`src/rtl/mdf_pkg.sv`:
```
package mdf_pkg;

    localparam logic [31:0] FNV_BASIS    = 32'd2166136261;
    localparam logic [31:0] FNV_PRIME    = 32'd16777619;
    localparam logic [15:0] WINDOW_RESET = 16'd5000;

    localparam logic [1:0] DROP_NONE = 2'd0;
    localparam logic [1:0] DROP_DUP  = 2'd1;
    localparam logic [1:0] DROP_FULL = 2'd2;

    typedef struct packed {
        logic [31:0] hash;
        logic [31:0] tstamp;
        logic [31:0] id;
    } t_entry;

    typedef struct packed {
        logic [31:0] hash;
        logic [31:0] id;
        logic [31:0] now;
        logic        full;
        logic        hit;
    } t_query;

endpackage

```
`src/rtl/mdf_hash.sv`:
```
module mdf_hash (
    input  logic        i_clk,
    input  logic        i_rst_n,
    input  logic        i_take,
    input  logic        i_byte_valid,
    input  logic        i_last,
    input  logic [7:0]  i_byte,
    output logic [31:0] o_fold
);

    logic [31:0] r_hash;
    logic [31:0] n_hash;
    logic [31:0] w_mixed;

    assign w_mixed = r_hash ^ {24'd0, i_byte};
    assign o_fold  = i_byte_valid ? 32'(w_mixed * mdf_pkg::FNV_PRIME) : r_hash;

    always_comb begin
        n_hash = r_hash;
        if (i_take) begin
            n_hash = i_last ? mdf_pkg::FNV_BASIS : o_fold;
        end
    end

    always_ff @(posedge i_clk) begin
        if (!i_rst_n) begin
            r_hash <= mdf_pkg::FNV_BASIS;
        end else begin
            r_hash <= n_hash;
        end
    end

endmodule

```
`config.mk`:
```
export PLATFORM = sky130hd
export DESIGN_NAME = mdf_hash
export DESIGN_NICKNAME = d
export VERILOG_FILES = /design/src/rtl/mdf_pkg.sv /design/src/rtl/mdf_hash.sv
export SDC_FILE = /design/constraint.sdc
export NUM_CORES = 1
export LEC_CHECK = 0
export BUFFER_PORTS_ARGS = -buffer_cell sky130_fd_sc_hd__buf_2
export CORE_UTILIZATION = 30
export DETAILED_ROUTE_END_ITERATION = 8
export GPL_TIMING_DRIVEN = 0
export PLACE_DENSITY = 0.5
export SKIP_CTS_REPAIR_TIMING = 1
export SYNTH_ARGS = -nofsm -noshare
export SYNTH_HDL_FRONTEND = slang
export SYNTH_SLANG_ARGS = --single-unit
```
`constraint.sdc`:
```
create_clock -name i_clk -period 10.9 [get_ports i_clk]
set_input_delay 0.545 -clock i_clk [delete_from_list [all_inputs] [get_ports i_clk]]
set_output_delay 0.545 -clock i_clk [all_outputs]
set_load 0.1 [all_outputs]
```
==> results by group <==
Outcome
  – Status: completed

Detailed routing
  – Drt pass-1 iters: 4
  – M1 WL: 9350 um
  – Routed wire length per instance: 17.0 um
  – Final wirelength: approximately 19000 um
  – Post-route ant nets: 0
  – Routed via count: between 5000 and 6000
  – Top layer in use: met4
  – DR WL met2: about 9000 um
  – Initial detailed-routing violation count: 194
  – Vias/cell: about 4.8
  – DRC: 0
  – Routed wl met3: 755 um

Clocking
  – Clock Latency Late Sink: 0.29 ns
  – Root Driver: clkbuf_16
  – CTS tree: built
  – Maximum clock insertion buffer count: 2
  – H-tree depth: 2
  – Number of CTS-inserted buffers: 5
  – Clock transition at path regs: roughly 0.06 ns
  – Sink Count: 32

Worst setup path
  – Crit path DAT: 6.98 ns
  – Worst EP required: 10.36 ns
  – Critical Path Sink Type: output port
  – Slowest stage cell, crit path: xor2_1
  – Origin of the critical flop-to-flop path: r_hash[3]
  – Reg2reg setup slack: approximately 4.6 ns
  – Reg2reg end: r_hash[30]
  – Crit-path max FO: 5
  – Worst Setup Path Type: flop to output port
  – Worst r2r path cells: 19
  – Slowest Stage Delay on Critical Path: 0.75 ns
  – CP startpoint kind: flop
  – Cell mode on critical path: ha_1
  – Crit path cell chain: xor2_1 -> ha_1 -> ha_1 -> fa_1 -> ha_1 -> fa_1 -> ha_1 -> inv_1 -> fa_1 -> inv_1 -> ha_1 -> nand4_1 -> nor2_1 -> o211ai_1 -> a311oi_1 -> o21a_1 -> a21oi_2 -> xnor2_1 -> mux2_2 -> buf_2

Place
  – DP Area: between 0.007 and 0.008 sq mm
  – GP Congestion: 0.802
  – # port buffers: 44
  – Post-DP HPWL: between 15000 and 20000 um

Synthesis
  – Net Count, Synth: 1039
  – Post-synth EDFFs: 0
  – Synth area leader: ha_1
  – Distinct cells, synth: 54
  – Mapped Avg Cell Area: roughly 9.3 sq um
  – Mapped Area: 0.00716 sq mm
  – Yosys Warn Count: 0
  – Post-synthesis async set-or-reset flop share: 0
  – Synth Register Bits: 32
  – Synth area leaders: ha_1 (32%), fa_1 (21%), dfxtp_1 (8.9%), inv_1 (8.7%), xnor2_1 (3.4%)
  – Primary FF master, synth: dfxtp_1
  – Register area share after synthesis: 0.0895
  – Yosys top cell area share: 0.322
  – Post-Syn Instances: 768

Layout
  – ANT cells: 0
  – Register name with the most flops: r_hash
  – Max FFs per register: 32
  – Area Overhead vs Synth: 11.0%
  – Proportion of layout cells with a drive suffix above 1: 0.0951
  – Most frequent cells in the layout: ha_1 (184), inv_1 (166), fa_1 (74)
  – Final core occ: 0.339
  – Largest regs: r_hash x32
  – Most common cell after layout, fill and taps aside: ha_1
  – Final Cell Area: 0.00795 sq mm
  – Nets: 1090

Global routing
  – First-pass GRT wire length: roughly 31000 um
  – Initial antenna violation count: 0
  – GRT Total Usage: 0.168
  – Global route overflow: 0
  – Number of global-route vias before repair: 5650
  – Largest net degree at the start of global routing: 12

Floorplan
  – Initial core utilization: 0.305
  – Die height: 156 um
  – Placement Rows: 56
  – Io pins: 45
  – Core area: 0.0235 sq mm
  – Die ar.: 0.0245 sq mm
  – Die span in x: ~160 um

Hold path
  – Endpoint, Worst Hold: r_hash[7]
  – Hold wc startpoint: r_hash[7]
  – Worst Hold Class: flop to flop
  – Hold path depth: 2

STA
  – Setup_tns: 0 ns
  – Min Tclk post-route: roughly 7.5 ns
  – Slew Limit Fails: 0
  – Worst hold slack: 0.527 ns
  – Slew @ Worst Pin: between 0.9 and 1 ns
  – Fmax: 0.133 GHz
  – RSZ-0062 raised after global routing: false
  – Worst slew margin: 0.391
  – Skew final: 0.00579 ns
  – Setup violators final: 0
  – Crit share post-route: 0.690
  – Hold Violations, Final: 0

Job
  – Max-cap violations: 0
[cells in the mapped netlist (all sizes together), types with 11 or more instances]
master and n:
ha 184, inv 166, fa 74, nand2 35, dfxtp 32, xnor2 28, nor2 26, a21oi 23
xor2 21, o21ai 19, mux2 18, o22ai 11
[layout make-up]
class	instances	area, sq um
multi-input cells	557	5850
well taps	319	399
clock inverters	3	42.5
plain buffers	12	45.0
fillers	2421	15500
inverters	167	627
clock buffers	5	125
repair buffers	44	220
flip-flops and latches	32	641
[metal layers]
layer | vias up | track usage
li1 | 2671 | -
met1 | 2639 | 0.230
met2 | 101 | 0.286
met3 | 17 | 0.0152
met4 | 0 | 0.0350
met5 | - | 0
[critical path, delay by kind of cell (launching register included)]
| kind | cells | cell delay, ns |
|---|---|---|
| simple gates | 2 | 0.26 |
| xor+xnor | 2 | 0.91 |
| fa+ha+maj | 8 | 3.07 |
| buf+inv | 3 | 0.50 |
| mux | 1 | 0.17 |
| flops | 1 | 0.42 |
| compound gates | 4 | 1.36 |
[worst max-delay path by stage]
| stage | start | end | slack, ns | depth (start not counted) |
|---|---|---|---|---|
| 2_1_floorplan | i_byte[6] | o_fold[27] | 3.22 | 17 |
| 3_3_place_gp | i_byte[3] | o_fold[27] | 3.40 | 20 |
| 3_5_place_dp | i_byte[3] | o_fold[28] | 3.40 | 21 |
| 4_1_cts | r_hash[3] | o_fold[28] | 3.31 | 20 |
| 5_1_grt | r_hash[3] | o_fold[28] | 2.98 | 20 |
| 6_report | r_hash[3] | o_fold[30] | 3.38 | 20 |
[through the flow]
step / cells / setup WS [ns]
global placement: 1131 / 3.40
CTS: 1139 / 3.31
detailed placement: 1131 / 3.40
global route: 1139 / 2.98
finish: 1139 / 3.38
floorplan: 768 / 3.22
[cell families (layout without fill, tap and decap cells)]
group                      Yosys count  after routing  share of synthesized area
AOI/OAI and AO/OA                  125            125                      0.123
xor gates and xnor gates            49             49                     0.0599
adders and majority gates          258            258                      0.528
buffers and inverters              179            231                     0.0938
DFF                                 32             32                     0.0895
muxes                               21             21                     0.0330
and+or+nand+nor                    104            104                     0.0718
Power is left out: the tool's default activity adds up to more than one toggle a clock period on the data nets, which glitch-free logic cannot reach.
