**src/rtl/mdf_pkg.sv**
```systemverilog
package mdf_pkg;

    localparam logic [31:0] FNV_BASIS    = 32'd2166136261;
    localparam logic [31:0] FNV_PRIME    = 32'd16777619;
    localparam logic [15:0] WINDOW_RESET = 16'd5000;

    localparam logic [1:0] DROP_NONE = 2'd0;
    localparam logic [1:0] DROP_DUP  = 2'd1;
    localparam logic [1:0] DROP_FULL = 2'd2;

    typedef struct packed {
        logic [31:0] hash;
        logic [31:0] tstamp;
        logic [31:0] id;
    } t_entry;

    typedef struct packed {
        logic [31:0] hash;
        logic [31:0] id;
        logic [31:0] now;
        logic        full;
        logic        hit;
    } t_query;

endpackage

```
**src/rtl/mdf_cell.sv**
```systemverilog
module mdf_cell (
    input  logic            i_clk,
    input  logic            i_rst_n,
    input  logic            i_shift,
    input  logic            i_insert,
    input  logic [15:0]     i_window,
    input  mdf_pkg::t_query i_q,
    input  mdf_pkg::t_entry i_entry,
    output mdf_pkg::t_query o_q,
    output mdf_pkg::t_entry o_entry
);

    mdf_pkg::t_query r_q;
    mdf_pkg::t_query n_q;
    mdf_pkg::t_entry r_entry;
    logic [31:0]     w_age;
    logic            w_same;
    logic            w_hit;

    // match of the passing query against this entry
    assign w_age  = i_q.now - r_entry.tstamp;
    assign w_same = (r_entry.hash == i_q.hash) ||
                    ((i_q.id != 32'd0) && (r_entry.id == i_q.id));
    assign w_hit  = w_same && (w_age < {16'd0, i_window});

    always_comb begin
        n_q     = i_q;
        n_q.hit = i_q.hit | w_hit;
    end

    always_ff @(posedge i_clk) begin
        if (i_shift) begin
            r_q <= n_q;
        end
    end

    always_ff @(posedge i_clk) begin
        if (!i_rst_n) begin
            r_entry <= '0;
        end else if (i_insert) begin
            r_entry <= i_entry;
        end
    end

    assign o_q     = r_q;
    assign o_entry = r_entry;

endmodule

```
**config.mk**
```make
export PLATFORM = sky130hd
export DESIGN_NAME = mdf_cell
export DESIGN_NICKNAME = d
export VERILOG_FILES = /design/src/rtl/mdf_pkg.sv /design/src/rtl/mdf_cell.sv
export SDC_FILE = /design/constraint.sdc
export NUM_CORES = 1
export LEC_CHECK = 0
export BUFFER_PORTS_ARGS = -buffer_cell sky130_fd_sc_hd__buf_2
export CORE_MARGIN = 2
export CORE_UTILIZATION = 34
export DETAILED_ROUTE_END_ITERATION = 12
export HOLD_SLACK_MARGIN = 0.12
export PLACE_DENSITY = 0.65
export SLEW_MARGIN = 20
export SYNTH_ARGS = -nofsm -noshare
export SYNTH_HDL_FRONTEND = slang
export SYNTH_SLANG_ARGS = --single-unit
```
**constraint.sdc**
```tcl
create_clock -name i_clk -period 7.4 [get_ports i_clk]
set_input_delay 1.48 -clock i_clk [delete_from_list [all_inputs] [get_ports i_clk]]
set_output_delay 1.48 -clock i_clk [all_outputs]
set_load 0.05 [all_outputs]
```
==> qor.csv <==
stage,metric,value,unit
route,drt_pre_antenna_iters,5,
cts,cts.repair.resized,0,
timing,maxClockFrequency,184.4,MHz
cts,cts_tree,built,
power_and_ir_drop,power_density,235.4,nW/µm²
run,maxCapViolCount,0,
final_layout,final_nets,1520,
synthesis,ys_seq_area_frac,0.5032,
grt,number_of_antenna_violations_at_the_first_check_in_global_routing,5,
run_status,status,"finished, final reports clean",
place,finalWeightedCongestion,0.8852,
floorplan,rows,61,
place,postPlaceCellArea,12060,µm²
timing,max-slew-margin-rel,0.3399,
route,drt_iter0_markers,501,
cts,cts_buffers,17,
timing,grt_setup_unrepaired,false,
grt,grt_start_max_net_pins,97,
cts,clk_buf_depth,2,
route,number_of_nets_still_failing_antenna_checks_after_routing,0,
grt,gr_util_all_layers,0.1970,
grt,overflow,0,
route,num_vias,7905,
power_and_ir_drop,power,2.983,mW
setup_path,crit_path_max_fanout,4,
synthesis,netlist-cell-type-count,53,
timing,final.min_clock_period,5.422,ns
setup_path,worst_setup_path_start_kind,input port,
synthesis,syn-instance-count,864,
power_and_ir_drop,seq_power_share,0.418,
synthesis,syn-mean-instance-area,11.19,µm²
cts,post_cts_buffers,0,
timing,hold_ws,0.5469,ns
place,buffer_ports.inserted,407,
cts,tritoncts_num_sinks,194,
timing,setup_viol_count_final,0,
route,final_routed_wire_length_divided_by_cell_count,18.31,µm
synthesis,mappedNetlistNets,1125,
final_layout,final_area,12670,µm²
grt,global_route_wire_length_before_repair,45.61,mm
power_and_ir_drop,power.combinational.fraction,0.262,
setup_path,crit_required,7.71,ns
power_and_ir_drop,vdd.ir_drop.worst,0.1166,mV
timing,final_hold_violation_count,0,
final_layout,post-route-util,0.4548,
place,place_hpwl,23.56,mm
setup_path,critPathArrivalTime,5.73,ns
floorplan,fp.coreArea,27860,µm²
synthesis,mappedNetlistArea,9668,µm²
synthesis,ys_warn_count,0,
grt,first_global_vias,7972,
final_layout,layout-area-overhead-vs-synth,31.05,%
cts,htreeDepth,4,
final_layout,final_non_filler_cell_total,1654,
setup_path,buffers_inverters_on_critical_path,2,
power_and_ir_drop,power.share.switching,0.3493,
setup_path,worstSetupEndpointType,register,
power_and_ir_drop,share_of_total_power_in_the_clock_network,0.321,
floorplan,die_width,172.6,µm
timing,pnr_worst_setup_slack,1.978,ns
place,detailedPlace.worstSlack,1.546,ns
cts,hold_buffers,0,
timing,finalMaxSlewViolations,0,
floorplan,ios,408,
setup_path,crit_path_cell_trace,buf_2 > inv_1 > ha_1 > fa_1 > nand2b_1 > a21oi_1 > nor2_1 > o21ai_0 > nand3_1 > and2_1 > xnor2_1 > ha_1 > a21o_1 > a221oi_2 > o22ai_1 > or4_1 > nor4_1 > nand4_1 > nor4_1 > a41o_1,
timing,worst_slew_pin_slew,0.9901,ns
route,vias_per_cell,4.779,
final_layout,fraction_of_final_layout_cells_with_drive_strength_greater_than_1,0.3522,
setup_path,cp_top_family,simple AND/OR/NAND/NOR gates,
min_path,hold_path_class,reg -> reg,
timing,aggregate_negative_setup_slack,0,ns
timing,min_period_over_period,0.7328,
synthesis,ys_async_sr_fraction,0,
timing,clock_skew,0.006757,ns
route,wirelength,30.29,mm
power_and_ir_drop,power.internal,1.941,mW
final_layout,mostFrequentLayoutCells,"sky130_fd_sc_hd__buf_2, sky130_fd_sc_hd__nor2b_1, sky130_fd_sc_hd__edfxtp_1, sky130_fd_sc_hd__mux2i_1, sky130_fd_sc_hd__dfxtp_1",
final_layout,layout_commonest_cell,sky130_fd_sc_hd__buf_2,
final_layout,fillers,2679,
setup_path,worst_path_largest_cell_delay,0.47,ns
floorplan,floorplan.initialDensity,0.3470,
power_and_ir_drop,leak_pwr,5.830,nW
cts,clock_latency,0.43,ns
synthesis,yosys_most_used_dff,sky130_fd_sc_hd__edfxtp_1,
floorplan,die_h,172.6,µm
place,cells_after_dpl,1618,
cts,worst_setup_hold_path_clk_slew,0.08,ns
floorplan,fp.dieArea,29800,µm²
setup_path,cell_type_of_the_slowest_stage_on_the_worst_timing_path,sky130_fd_sc_hd__or4_1,
setup_path,type_of_the_worst_setup_path,in -> reg,
route,drc,0,
power_and_ir_drop,switchingPower,1.042,mW
synthesis,yosys_register_bits,194,
synthesis,count_of_flip_flops_with_a_built_in_enable_after_synthesis,98,
cts,cts_root_buf,sky130_fd_sc_hd__clkbuf_16,
## worst paths after layout
kind / startpoint / endpoint / slack, ns / cells after the start
worst min-delay path: o_entry[35] / o_entry[35] / 0.55 / 2
worst max register to register: o_entry[32] / o_q[0] / 2.83 / 18
worst max-delay path: i_q[2] / o_q[0] / 1.98 / 20
worst min register to register: o_entry[35] / o_entry[35] / 0.55 / 2
## cells by family (layout without fill, tap and decap cells)
logic type,Yosys count,after routing,share of synthesized area
flops,194,194,0.5032
xor+xnor,86,86,0.07791
compound gates,117,117,0.08205
fa+ha+maj,47,47,0.06160
mux,98,98,0.1016
buf+inv,89,497,0.03649
other cells,0,4,0
simple gates,233,233,0.1372
## power by group through the flow
stage          registers (mW)  clock network, mW  logic, mW
6_report                 1.25              0.956      0.780
5_1_grt                  1.26               1.02      0.836
4_1_cts                  1.25              0.979      0.786
3_5_place_dp             1.27                  0      0.782
3_3_place_gp             1.27                  0      0.773
2_1_floorplan            1.53                  0      0.286
## synth_stat cells (all sizes together), types with 20 or more instances
| cell | n | share of area |
|---|---|---|
| nor2b | 99 | 0.064 |
| edfxtp | 98 | 0.30 |
| mux2i | 97 | 0.10 |
| dfxtp | 96 | 0.20 |
| inv | 55 | 0.021 |
| ha | 46 | 0.060 |
| xnor2 | 44 | 0.040 |
| xor2 | 42 | 0.038 |
| a21oi | 32 | 0.019 |
| nand2 | 32 | 0.013 |
| nand4 | 22 | 0.014 |
| nor4 | 20 | 0.013 |
## state kept, by name, summed over array words and instances (netlist names)
register  cells
o_entry      96
o_q          98
## final cells by class
class / count / area, µm² / share of cell area
Timing Repair Buffer: 410 / 2068 / 0.1632
Sequential cell: 194 / 4865 / 0.3840
Clock buffer: 18 / 429.2 / 0.03387
Antenna cell: 4 / 10.01 / 0.0007900
Multi-Input combinational cell: 581 / 4451 / 0.3513
Clock inverter: 14 / 167.7 / 0.01323
Tap cell: 378 / 473.0 / 0.03733
Inverter: 55 / 206.4 / 0.01629
## layer usage
layer,vias up,global-route usage,part of all wire
li1,3868,-,-
met1,3693,0.2409,0.42
met4,2,0.07585,0.024
met2,302,0.3352,0.49
met3,40,0.04771,0.064
met5,-,0,0.00046
## worst register-to-register path: stages (launching register included)
cell and delay (ns):
sky130_fd_sc_hd__dfxtp_1 0.33, sky130_fd_sc_hd__ha_1 0.21, sky130_fd_sc_hd__fa_1 0.40, sky130_fd_sc_hd__nand2b_1 0.18, sky130_fd_sc_hd__a21oi_1 0.31, sky130_fd_sc_hd__nor2_1 0.15, sky130_fd_sc_hd__o21ai_0 0.31, sky130_fd_sc_hd__nand3_1 0.11
sky130_fd_sc_hd__and2_1 0.17, sky130_fd_sc_hd__xnor2_1 0.12, sky130_fd_sc_hd__ha_1 0.29, sky130_fd_sc_hd__a21o_1 0.17, sky130_fd_sc_hd__a221oi_2 0.28, sky130_fd_sc_hd__o22ai_1 0.10, sky130_fd_sc_hd__or4_1 0.47, sky130_fd_sc_hd__nor4_1 0.26
sky130_fd_sc_hd__nand4_1 0.13, sky130_fd_sc_hd__nor4_1 0.25, sky130_fd_sc_hd__a41o_1 0.20
No activity file was read; power rests on OpenSTA's default activity.
